<file path="src/rtl/rrot_pkg.sv">
// Package with constants, codes and helper functions of the render rate overload throttle.
package rrot_pkg;

    localparam int MAX_SUBFRAMES = 4;
    localparam int EMA_SHIFT     = 5;
    localparam int FRAC_BITS     = 10;
    localparam int SUB_W         = $clog2(MAX_SUBFRAMES + 1);
    localparam int DUR_W         = 20;
    localparam int EMA_W         = DUR_W + FRAC_BITS;
    localparam int FPS_W         = 10;
    localparam int CNT_W         = 8;
    localparam int CFG_IDX_W     = 3;
    localparam int CFG_DATA_W    = 20;

    localparam logic [EMA_W-1:0]  EMA_RESET       = EMA_W'(16667) << FRAC_BITS;
    localparam logic [DUR_W-1:0]  EMA_LIMIT_RESET = DUR_W'(17400);
    localparam logic [CNT_W-1:0]  OVERRUN_RESET   = CNT_W'(90);
    localparam logic [CNT_W-1:0]  WARMUP_RESET    = CNT_W'(120);
    localparam logic [CNT_W-1:0]  CNT_MAX         = {CNT_W{1'b1}};
    localparam logic [EMA_W:0]    EMA_ROUND       = (EMA_W + 1)'((1 << EMA_SHIFT) - 1);

    typedef enum logic [CFG_IDX_W-1:0] {
        REG_REQUESTED_FPS = 3'd0,
        REG_FORCE_DISABLE = 3'd1,
        REG_EMA_LIMIT_US  = 3'd2,
        REG_OVERRUN_LIMIT = 3'd3,
        REG_WARMUP_TICKS  = 3'd4
    } cfg_index_t;

    localparam logic ACT_QUERY = 1'b0;
    localparam logic ACT_TICK  = 1'b1;

    // The requested count is (fps + 30) / 60, clamped to 1..MAX_SUBFRAMES.
    function automatic logic [SUB_W-1:0] requested_count(input logic [FPS_W-1:0] fps);
        logic [SUB_W-1:0] k;
        begin
            k = SUB_W'(1);
            for (int m = 2; m <= MAX_SUBFRAMES; m++)
            begin
                if ({1'b0, fps} >= (FPS_W + 1)'(60 * m - 30))
                begin
                    k = SUB_W'(m);
                end
            end
            return k;
        end
    endfunction

endpackage

</file>
<file path="src/rtl/render_rate_overload_throttle.sv">
// Top level of the render rate overload throttle: state, update logic and result register.
//
//  channel | direction | handshake             | payload
//  --------+-----------+-----------------------+-------------------------------------------
//  in      | input     | in_valid / in_ready   | action, tick_micros, trace_active
//  out     | output    | out_valid / out_ready | subframes, cap_now, average_us, stepped_down
//  cfg     | input     | cfg_we                | cfg_index, cfg_data
//
// Each request is processed in the cycle it is accepted and its result is held in the
// output register from the next cycle on, so one request per cycle is sustained while the output is drained.
// A new request is taken whenever the output register is empty or is being drained.
// A stall on the output side holds the result and blocks only further requests.
// Reset puts the configuration and throttle state at their documented reset values.
module render_rate_overload_throttle
    import rrot_pkg::*;
(
    input  logic                  clk,
    input  logic                  rst_n,
    input  logic                  cfg_we,
    input  logic [CFG_IDX_W-1:0]  cfg_index,
    input  logic [CFG_DATA_W-1:0] cfg_data,
    input  logic                  in_valid,
    output logic                  in_ready,
    input  logic                  action,
    input  logic [DUR_W-1:0]      tick_micros,
    input  logic                  trace_active,
    output logic                  out_valid,
    input  logic                  out_ready,
    output logic [SUB_W-1:0]      subframes,
    output logic [SUB_W-1:0]      cap_now,
    output logic [DUR_W-1:0]      average_us,
    output logic                  stepped_down
);

    logic [FPS_W-1:0] fps_reg;
    logic             force_reg;
    logic [DUR_W-1:0] limit_reg;
    logic [CNT_W-1:0] overrun_limit_reg;
    logic [CNT_W-1:0] warmup_ticks_reg;

    logic [EMA_W-1:0] smoothed_reg, smoothed_next;
    logic [CNT_W-1:0] count_reg, count_next;
    logic [CNT_W-1:0] warmup_reg, warmup_next;
    logic [SUB_W-1:0] cap_reg, cap_next;
    logic [SUB_W-1:0] applied_reg, applied_next;
    logic             stepped_next;

    logic             out_valid_reg;
    logic [SUB_W-1:0] sub_out_reg;
    logic [SUB_W-1:0] cap_out_reg;
    logic [DUR_W-1:0] avg_out_reg;
    logic             stepped_out_reg;

    logic             accept;
    logic             rearm;
    logic [SUB_W-1:0] req_count;
    logic [EMA_W-1:0] target;
    logic [EMA_W-1:0] up_diff;
    logic [EMA_W-1:0] dn_diff;
    logic [EMA_W:0]   dn_round;
    logic [EMA_W:0]   dn_step;
    logic [EMA_W-1:0] ema_new;
    logic [CNT_W-1:0] count_inc;
    logic             overrun;

    assign in_ready = !out_valid_reg || out_ready;
    assign accept   = in_valid && in_ready;

    assign req_count = requested_count(fps_reg);
    assign target    = {tick_micros, {FRAC_BITS{1'b0}}};
    assign up_diff   = target - smoothed_reg;
    assign dn_diff   = smoothed_reg - target;
    assign dn_round  = {1'b0, dn_diff} + EMA_ROUND;
    assign dn_step   = dn_round >> EMA_SHIFT;
    assign ema_new   = (target >= smoothed_reg) ? smoothed_reg + (up_diff >> EMA_SHIFT)
                                                : smoothed_reg - dn_step[EMA_W-1:0];
    assign overrun   = ema_new > {limit_reg, {FRAC_BITS{1'b0}}};
    assign count_inc = (count_reg == CNT_MAX) ? count_reg : count_reg + CNT_W'(1);

    always_comb
    begin
        smoothed_next = smoothed_reg;
        count_next    = count_reg;
        warmup_next   = warmup_reg;
        cap_next      = cap_reg;
        applied_next  = applied_reg;
        stepped_next  = 1'b0;
        if (action == ACT_QUERY)
        begin
            if (force_reg || req_count <= SUB_W'(1) || trace_active)
            begin
                applied_next = SUB_W'(1);
            end
            else
            begin
                applied_next = (req_count < cap_reg) ? req_count : cap_reg;
            end
        end
        else
        begin
            smoothed_next = ema_new;
            if (applied_reg <= SUB_W'(1))
            begin
                count_next = '0;
            end
            else if (warmup_reg != '0)
            begin
                warmup_next = warmup_reg - CNT_W'(1);
            end
            else if (overrun)
            begin
                count_next = count_inc;
                if (count_inc >= overrun_limit_reg)
                begin
                    cap_next     = applied_reg - SUB_W'(1);
                    count_next   = '0;
                    warmup_next  = warmup_ticks_reg;
                    stepped_next = 1'b1;
                end
            end
            else
            begin
                count_next = '0;
            end
        end
    end

    always_comb
    begin
        rearm = 1'b0;
        if (cfg_we)
        begin
            unique case (cfg_index_t'(cfg_index))
                REG_REQUESTED_FPS, REG_FORCE_DISABLE, REG_EMA_LIMIT_US,
                REG_OVERRUN_LIMIT, REG_WARMUP_TICKS: rearm = 1'b1;
                default:                             rearm = 1'b0;
            endcase
        end
    end

    always_ff @(posedge clk or negedge rst_n)
    begin
        if (!rst_n)
        begin
            fps_reg           <= '0;
            force_reg         <= 1'b0;
            limit_reg         <= EMA_LIMIT_RESET;
            overrun_limit_reg <= OVERRUN_RESET;
            warmup_ticks_reg  <= WARMUP_RESET;
        end
        else if (cfg_we)
        begin
            unique case (cfg_index_t'(cfg_index))
                REG_REQUESTED_FPS: fps_reg           <= cfg_data[FPS_W-1:0];
                REG_FORCE_DISABLE: force_reg         <= cfg_data[0];
                REG_EMA_LIMIT_US:  limit_reg         <= cfg_data[DUR_W-1:0];
                REG_OVERRUN_LIMIT: overrun_limit_reg <= cfg_data[CNT_W-1:0];
                REG_WARMUP_TICKS:  warmup_ticks_reg  <= cfg_data[CNT_W-1:0];
                default:           fps_reg           <= fps_reg;
            endcase
        end
    end

    always_ff @(posedge clk or negedge rst_n)
    begin
        if (!rst_n)
        begin
            smoothed_reg <= EMA_RESET;
            count_reg    <= '0;
            warmup_reg   <= WARMUP_RESET;
            cap_reg      <= SUB_W'(MAX_SUBFRAMES);
            applied_reg  <= SUB_W'(1);
        end
        else if (rearm)
        begin
            // A configuration write restarts the throttle; the applied count is kept.
            smoothed_reg <= EMA_RESET;
            count_reg    <= '0;
            warmup_reg   <= (cfg_index_t'(cfg_index) == REG_WARMUP_TICKS) ?
                            cfg_data[CNT_W-1:0] : warmup_ticks_reg;
            cap_reg      <= SUB_W'(MAX_SUBFRAMES);
        end
        else if (accept)
        begin
            smoothed_reg <= smoothed_next;
            count_reg    <= count_next;
            warmup_reg   <= warmup_next;
            cap_reg      <= cap_next;
            applied_reg  <= applied_next;
        end
    end

    always_ff @(posedge clk or negedge rst_n)
    begin
        if (!rst_n)
        begin
            out_valid_reg <= 1'b0;
        end
        else if (accept)
        begin
            out_valid_reg <= 1'b1;
        end
        else if (out_ready)
        begin
            out_valid_reg <= 1'b0;
        end
    end

    always_ff @(posedge clk)
    begin
        if (accept)
        begin
            sub_out_reg     <= applied_next;
            cap_out_reg     <= cap_next;
            avg_out_reg     <= smoothed_next[EMA_W-1:FRAC_BITS];
            stepped_out_reg <= stepped_next;
        end
    end

    assign out_valid    = out_valid_reg;
    assign subframes    = sub_out_reg;
    assign cap_now      = cap_out_reg;
    assign average_us   = avg_out_reg;
    assign stepped_down = stepped_out_reg;

    // A step down leaves the cap exactly one below the count that was applied.
    assert property (@(posedge clk) disable iff (!rst_n)
        out_valid && stepped_down |-> cap_now == subframes - SUB_W'(1))
        else $error("Step down did not set the cap to one below the applied count.");

    // A query never steps down and never applies more subframes than the cap allows, except the forced single one.
    assert property (@(posedge clk) disable iff (!rst_n)
        accept && action == ACT_QUERY |=> !stepped_down &&
            (subframes == SUB_W'(1) || subframes <= cap_now))
        else $error("Query result exceeds the throttle cap.");

    // The cap and the applied count never fall to zero.
    assert property (@(posedge clk) disable iff (!rst_n)
        cap_reg != '0 && applied_reg != '0)
        else $error("Cap or applied count reached zero.");

    // An accepted request always shows a result in the next cycle.
    assert property (@(posedge clk) disable iff (!rst_n)
        accept |=> out_valid)
        else $error("Accepted request produced no result.");

endmodule
</file>
<file path="config.mk">
export PLATFORM = sky130hd
export DESIGN_NAME = render_rate_overload_throttle
export DESIGN_NICKNAME = d
export VERILOG_FILES = /design/src/rtl/rrot_pkg.sv /design/src/rtl/render_rate_overload_throttle.sv
export SDC_FILE = /design/constraint.sdc
export NUM_CORES = 1
export LEC_CHECK = 0
export BUFFER_PORTS_ARGS = -buffer_cell sky130_fd_sc_hd__buf_2
export CORE_AREA = 2 2 183 185
export CTS_BUF_LIST = sky130_fd_sc_hd__clkbuf_16
export DETAILED_ROUTE_END_ITERATION = 8
export DIE_AREA = 0 0 185 187
export PLACE_DENSITY = 0.51
export RECOVER_POWER = 100
export REMOVE_ABC_BUFFERS = 1
export SLEW_MARGIN = 40
export SYNTH_ARGS = -nofsm -noshare
export SYNTH_HDL_FRONTEND = slang
export SYNTH_SLANG_ARGS = --single-unit
</file>
<file path="constraint.sdc">
create_clock -name clk -period 8.6 [get_ports clk]
set_clock_uncertainty 0.05 [all_clocks]
set_input_delay 0.86 -clock clk [delete_from_list [all_inputs] [get_ports clk]]
set_output_delay 0.86 -clock clk [all_outputs]
set_load 0.03 [all_outputs]
</file>
# Yosys cells after proc, flatten, opt, wreduce, memory -nomap -nowiden
# Index checks and enable logic that the tools add are counted.
word_totals:
  in_bits: 50
  ff_bits: 127
  output_inout_bits: 29
  word_cells: 103
classes:
  n_eq_ne: 7
  add_sub_neg: 8
  mux: 38
  magnitude_cmp: 9
  reduce_logical: 22
  n_bitwise: 3
ops:
  columns: ["cell", "n"]
  rows:
  - ["2-to-1 mux 8 bit", 16]
  - ["2-to-1 mux 30 bit", 4]
  - ["subtractor 30 bit", 2]
  - ["2-to-1 mux 3 bit", 11]
  - ["adder 30 x 5 -> 31 bit (second input constant)", 1]
  - ["adder 30 x 25 -> 30 bit", 1]
  - ["greater-or-equal comparator 30 bit", 1]
  - ["> comparator 30 bit", 1]
  - ["subtractor 30 x 26 -> 30 bit", 1]
  - ["greater-or-equal comparator 10 x 8 -> 1 bit (second input constant)", 2]
  - ["AND reduction 2 bit", 6]
  - ["greater-or-equal comparator 10 x 7 -> 1 bit (second input constant)", 1]
  - ["adder 8 x 1 -> 8 bit (second input constant)", 1]
  - ["== test 8 bit (second input constant)", 1]
  - ["greater-or-equal comparator 8 bit", 1]
  - ["nonzero test 8 bit", 1]
  - ["subtractor 8 x 1 -> 8 bit (second input constant)", 1]
  - ["== test 3 x 2 -> 1 bit (second input constant)", 2]
  - ["less-or-equal comparator 3 x 1 -> 1 bit (second input constant)", 2]
  - ["nonzero test 2 bit", 3]
  - ["nonzero test 3 bit", 2]
  - ["2-to-1 mux 1 bit", 5]
  - ["AND reduction 5 bit", 1]
  - ["OR reduction 5 bit", 1]
  - ["14 further kinds", 19]

# Longest topological paths before layout
depth:
  word_depth: 11
  mapped_depth: 36
  mapped_depth_nobuf: 33

# Least setup slack after synthesis
# OpenSTA, ideal clock, no wires.
synth_path:
  path_type: "input to register"
  start: "input port tick_micros[0]"
  end: "register warmup_reg[7]"
  t_required_ps: 8424
  path_stages: 32
  n_path_buf: 1
  setup_time_ps: 126
  setup_slack_ps: 319
  arrival_ps: 8105
  cell_sequence: "ha_1 inv_1 fa_1 a211o_1 a2111oi_0 a311o_1 and2_1 nand4_1 or3b_2 o21ai_0 xnor2_1 nor2_1 a21oi_1 ha_1 a21oi_1 o21ai_0 o41ai_1 o2111ai_1 a31oi_1 o21ai_0 a31oi_1 xnor2_1 xnor2_1 ha_1 nand4_1 or2_2 o221ai_1 a21oi_1 or4_1 a31o_2 buf_2 a221o_1"
synth_via:
  elab_chain_len: 7
  word_cells_on_any_way: 10
  cone_classes: "add/sub (5); order compare (2); mux (1); reduce/logical (2)"
synth_lines:
  columns: ["item", "line", "source"]
  rows:
  - ["start: declaration", "render_rate_overload_throttle.sv:25", "input logic [DUR_W-1:0] tick_micros,"]
  - ["subtractor 30 bit", "render_rate_overload_throttle.sv:72", "assign dn_diff = smoothed_reg - target;"]
  - ["adder 30 x 5 -> 31 bit", "render_rate_overload_throttle.sv:73", "assign dn_round = {1'b0, dn_diff} + EMA_ROUND;"]
  - ["subtractor 30 x 26 -> 30 bit", "render_rate_overload_throttle.sv:76", ": smoothed_reg - dn_step[EMA_W-1:0];"]
  - ["2-to-1 mux 30 bit (*)", "render_rate_overload_throttle.sv:75", "assign ema_new = (target >= smoothed_reg) ? smoothed_reg + (up_diff >> EMA_SHIFT)"]
  - ["> comparator 30 bit (*)", "render_rate_overload_throttle.sv:77", "assign overrun = ema_new > {limit_reg, {FRAC_BITS{1'b0}}};"]
  - ["nonzero test 3 bit (no source line) (*)", null, null]
  - ["AND reduction 5 bit (no source line) (*)", null, null]
  - ["end signal: assignment", "render_rate_overload_throttle.sv:179", "warmup_reg <= (cfg_index_t'(cfg_index) == REG_WARMUP_TICKS) ?"]
  - ["end signal: assignment", "render_rate_overload_throttle.sv:187", "warmup_reg <= warmup_next;"]
  - ["end: declaration", "render_rate_overload_throttle.sv:43", "logic [CNT_W-1:0] warmup_reg, warmup_next;"]
# Mark *: on every way between the ends. The rest lies on a longest branch, timed or not.
# A chain may end at the register's enable or synchronous reset.

# Worst setup path in the final report
layout_path:
  start: "register smoothed_reg[10]"
  end: "register warmup_reg[1]"
layout_via:
  elab_chain_len: 7
  word_cells_on_any_way: 10
  cone_classes: "add/sub (5); order compare (2); mux (1); reduce/logical (2)"
layout_lines:
  columns: ["item", "line", "source"]
  rows:
  - ["start: declaration", "render_rate_overload_throttle.sv:41", "logic [EMA_W-1:0] smoothed_reg, smoothed_next;"]
  - ["start signal: assignment", "render_rate_overload_throttle.sv:185", "smoothed_reg <= smoothed_next;"]
  - ["subtractor 30 bit", "render_rate_overload_throttle.sv:72", null]
  - ["adder 30 x 5 -> 31 bit", "render_rate_overload_throttle.sv:73", null]
  - ["subtractor 30 x 26 -> 30 bit", "render_rate_overload_throttle.sv:76", null]
  - ["2-to-1 mux 30 bit (*)", "render_rate_overload_throttle.sv:75", null]
  - ["> comparator 30 bit (*)", "render_rate_overload_throttle.sv:77", null]
  - ["nonzero test 3 bit (no source line) (*)", null, null]
  - ["AND reduction 5 bit (no source line) (*)", null, null]
# Marked as above.

==> metrics <==
met1 GRT Util 28.0%; storage element area 3320 sq um; Hold Buf Count CTS 0; Post-Syn Instances 1348; share of layout cells above drive strength 1 14.8%; slowest cell on the critical path dfstp_2; Worst slew margin -110%; routed len/inst 18.2 microns; critical path class reg -> reg; vias in the first global route 9992; nets@finish 1598; outcome finished, violations left; GRT busiest layer met2; Core Box Area 32900 sq um; Hold WC Path Type reg -> reg; max_cap viols 4; root buffer cell clkbuf_16; Worst Tran Pin Value 3150 ps; Async S/R FF share, synth 78.6%; Post-Synthesis Mean Instance Area 8.39 sq um; Pre-Repair DR Iteration Count 5; CTS tree built; largest net degree at the start of global routing 54; GR Layer Usage met2 34.1%; filler instances 3414; clk buf depth 2; Row Count 67; fraction of the yosys area taken by sequential cells 29.4%; worst slack at placement 17.7 ps; fin area 13000 sq um; clock latency on the worst-skew pair 440 ps; via count 10.2k; area of the multi-input gates 7420 sq um; critical path arrival 8270 ps; Post-synth EDFFs 27; final worst-path cycle share 92.4%; Slew Viols, Final 184; Die Wd 185 microns; antenna cells 0; H-tree levels 4; initial antenna violation count 0; RSZ-0062 raised after global routing no; Synth area leader dfrtp_1; Setup crit start kind flip-flop; synthesized area 11300 sq um; Global Route Usage Sum 20.4%; drt total wl 34600 microns; top_reg_cell synth dfrtp_1; routability congestion estimate 0.894; max FFs per register 30; fin crit period 7950 ps; Fmax achieved 126 MHz; final setup TNS 0 ps; Layout area overhead 14.5%; Synth top area share 15.7%; global-route wire length before repair 55000 microns; IO buf count 78; max incr delay on CP 580 ps; Critical Path Sink Type flip-flop; failing checks max-capacitance violations, max-slew violations; final routed DRC violation total 0; vias per cell 5.35; clock transition at the registers of the reported paths 60 ps; yosys warns 0; Final WS setup 653 ps; grt ovf 0; # IOs 79; Die ar. 34600 sq um; #FFs+latches synth 126; antenna viol nets, final 0; DRT iter0 DRCs 665; Starting Density 34.4%; met3 Usage GRT 2.57%; Vert. Die Dim 187 microns; CP Max Fanout 12; total CTS buffers 17; HPWL after DPL 26500 microns; total number of clock tree sinks 126; Setup-failing EPs final 0; Synth cell types 91; Post-DP Area 12400 sq um; Final Hold Viols 0; critical path data required time 8920 ps; top cells by area, synth dfrtp_1 16%, ha_1 12%, edfxtp_1 7.2%
## synth_stat cells, types with 15 or more instances
| master | count |
|---|---|
| dfstp_2 | 28 |
| nor3_1 | 31 |
| nor2_1 | 122 |
| mux2i_1 | 15 |
| ha_1 | 105 |
| clkbuf_1 | 29 |
| edfxtp_1 | 27 |
| xnor2_1 | 56 |
| nand4_1 | 16 |
| xor2_1 | 35 |
| o21ai_0 | 83 |
| nand2b_1 | 21 |
| nand2_1 | 133 |
| nand3_1 | 26 |
| o21a_1 | 15 |
| nor4_1 | 16 |
| mux2_2 | 39 |
| a21o_1 | 26 |
| dfrtp_1 | 71 |
| a21oi_1 | 105 |
| inv_1 | 104 |
## metrics by stage
stage / hold WS, ps / utilization, % / cells
finish: 461 / 39.4 / 1902
global route: 480 / 39.4 / 1902
CTS: 416 / 39.5 / 1901
detailed placement: 453 / 37.8 / 1869
global placement: 446 / 37.8 / 1869
floorplan: 424 / - / 1295
## per-layer routing
| metal | up-vias | wire length [microns] |
|---|---|---|
| met4 | 0 | 440 |
| met5 | - | 0 |
| met2 | 208 | 16600 |
| li1 | 5028 | - |
| met1 | 4917 | 16500 |
| met3 | 25 | 1100 |
## kinds of logic (layout without fill, tap and decap cells)
family	after synthesis	after routing	share of synthesized area (%)
compound gates	358	358	21.1
xor+xnor	92	92	7.19
fa+ha+maj	107	107	12.0
buf+inv	159	265	5.45
flops	126	126	29.4
mux	55	55	5.41
simple gates	451	451	19.5
## final timing paths
| check | cells past startpoint | to | startpoint | slack [ps] |
|---|---|---|---|---|
| worst max-delay path | 33 | warmup_reg[1] | smoothed_reg[10] | 650 |
| worst min-delay path | 2 | warmup_ticks_reg[6] | warmup_ticks_reg[6] | 460 |
| worst max register to register | 33 | warmup_reg[1] | smoothed_reg[10] | 650 |
| worst min register to register | 2 | warmup_ticks_reg[6] | warmup_ticks_reg[6] | 460 |
| max in group asynchronous | 2 | warmup_reg[7] | rst_n | 3110 |
| min in group asynchronous | 1 | fps_reg[7] | rst_n | 1300 |
## cells in the final DEF (no fill, tap or decap), types with 10 or more instances in the layout
cell / instances
nand3_1: 26
dfstp_2: 28
nand4_1: 16
ha_1: 105
a21oi_1: 105
dfrtp_1: 71
buf_2: 46
mux2_2: 30
nand2_1: 133
clkbuf_1: 38
nand2b_1: 21
nor3_1: 31
a211oi_1: 10
o21a_1: 15
and3_1: 14
xor2_1: 35
mux2i_1: 15
edfxtp_1: 27
xnor2_1: 56
nor2b_1: 10
clkbuf_16: 18
o21ai_0: 82
nor4_1: 16
nor2_1: 121
buf_4: 40
inv_1: 105
a21o_1: 26
or3_1: 14
a211o_1: 12
## worst max-delay path: cells and delay by family (launching register included)
family / cells / cell delay (ps)
xor+xnor: 3 / 410
buf+inv: 2 / 160
flops: 1 / 580
simple gates: 7 / 2180
compound gates: 17 / 3480
fa+ha+maj: 4 / 1030
## timing repair
item                       CTS  global route
setup buffers                0             1
setup endpoints to repair    0            22
resized for setup            0            15
## area by class of cell
type / count / area share [%]
Timing Repair Buffer: 127 / 5.47
Multi-Input combinational cell: 1063 / 57.3
Clock inverter: 14 / 0.686
Clock buffer: 18 / 3.48
Sequential cell: 126 / 25.7
Tap cell: 448 / 4.33
Inverter: 106 / 3.07
Power is left out: the tool's default activity adds up to more than one toggle a clock period on the data nets, which glitch-free logic cannot reach.
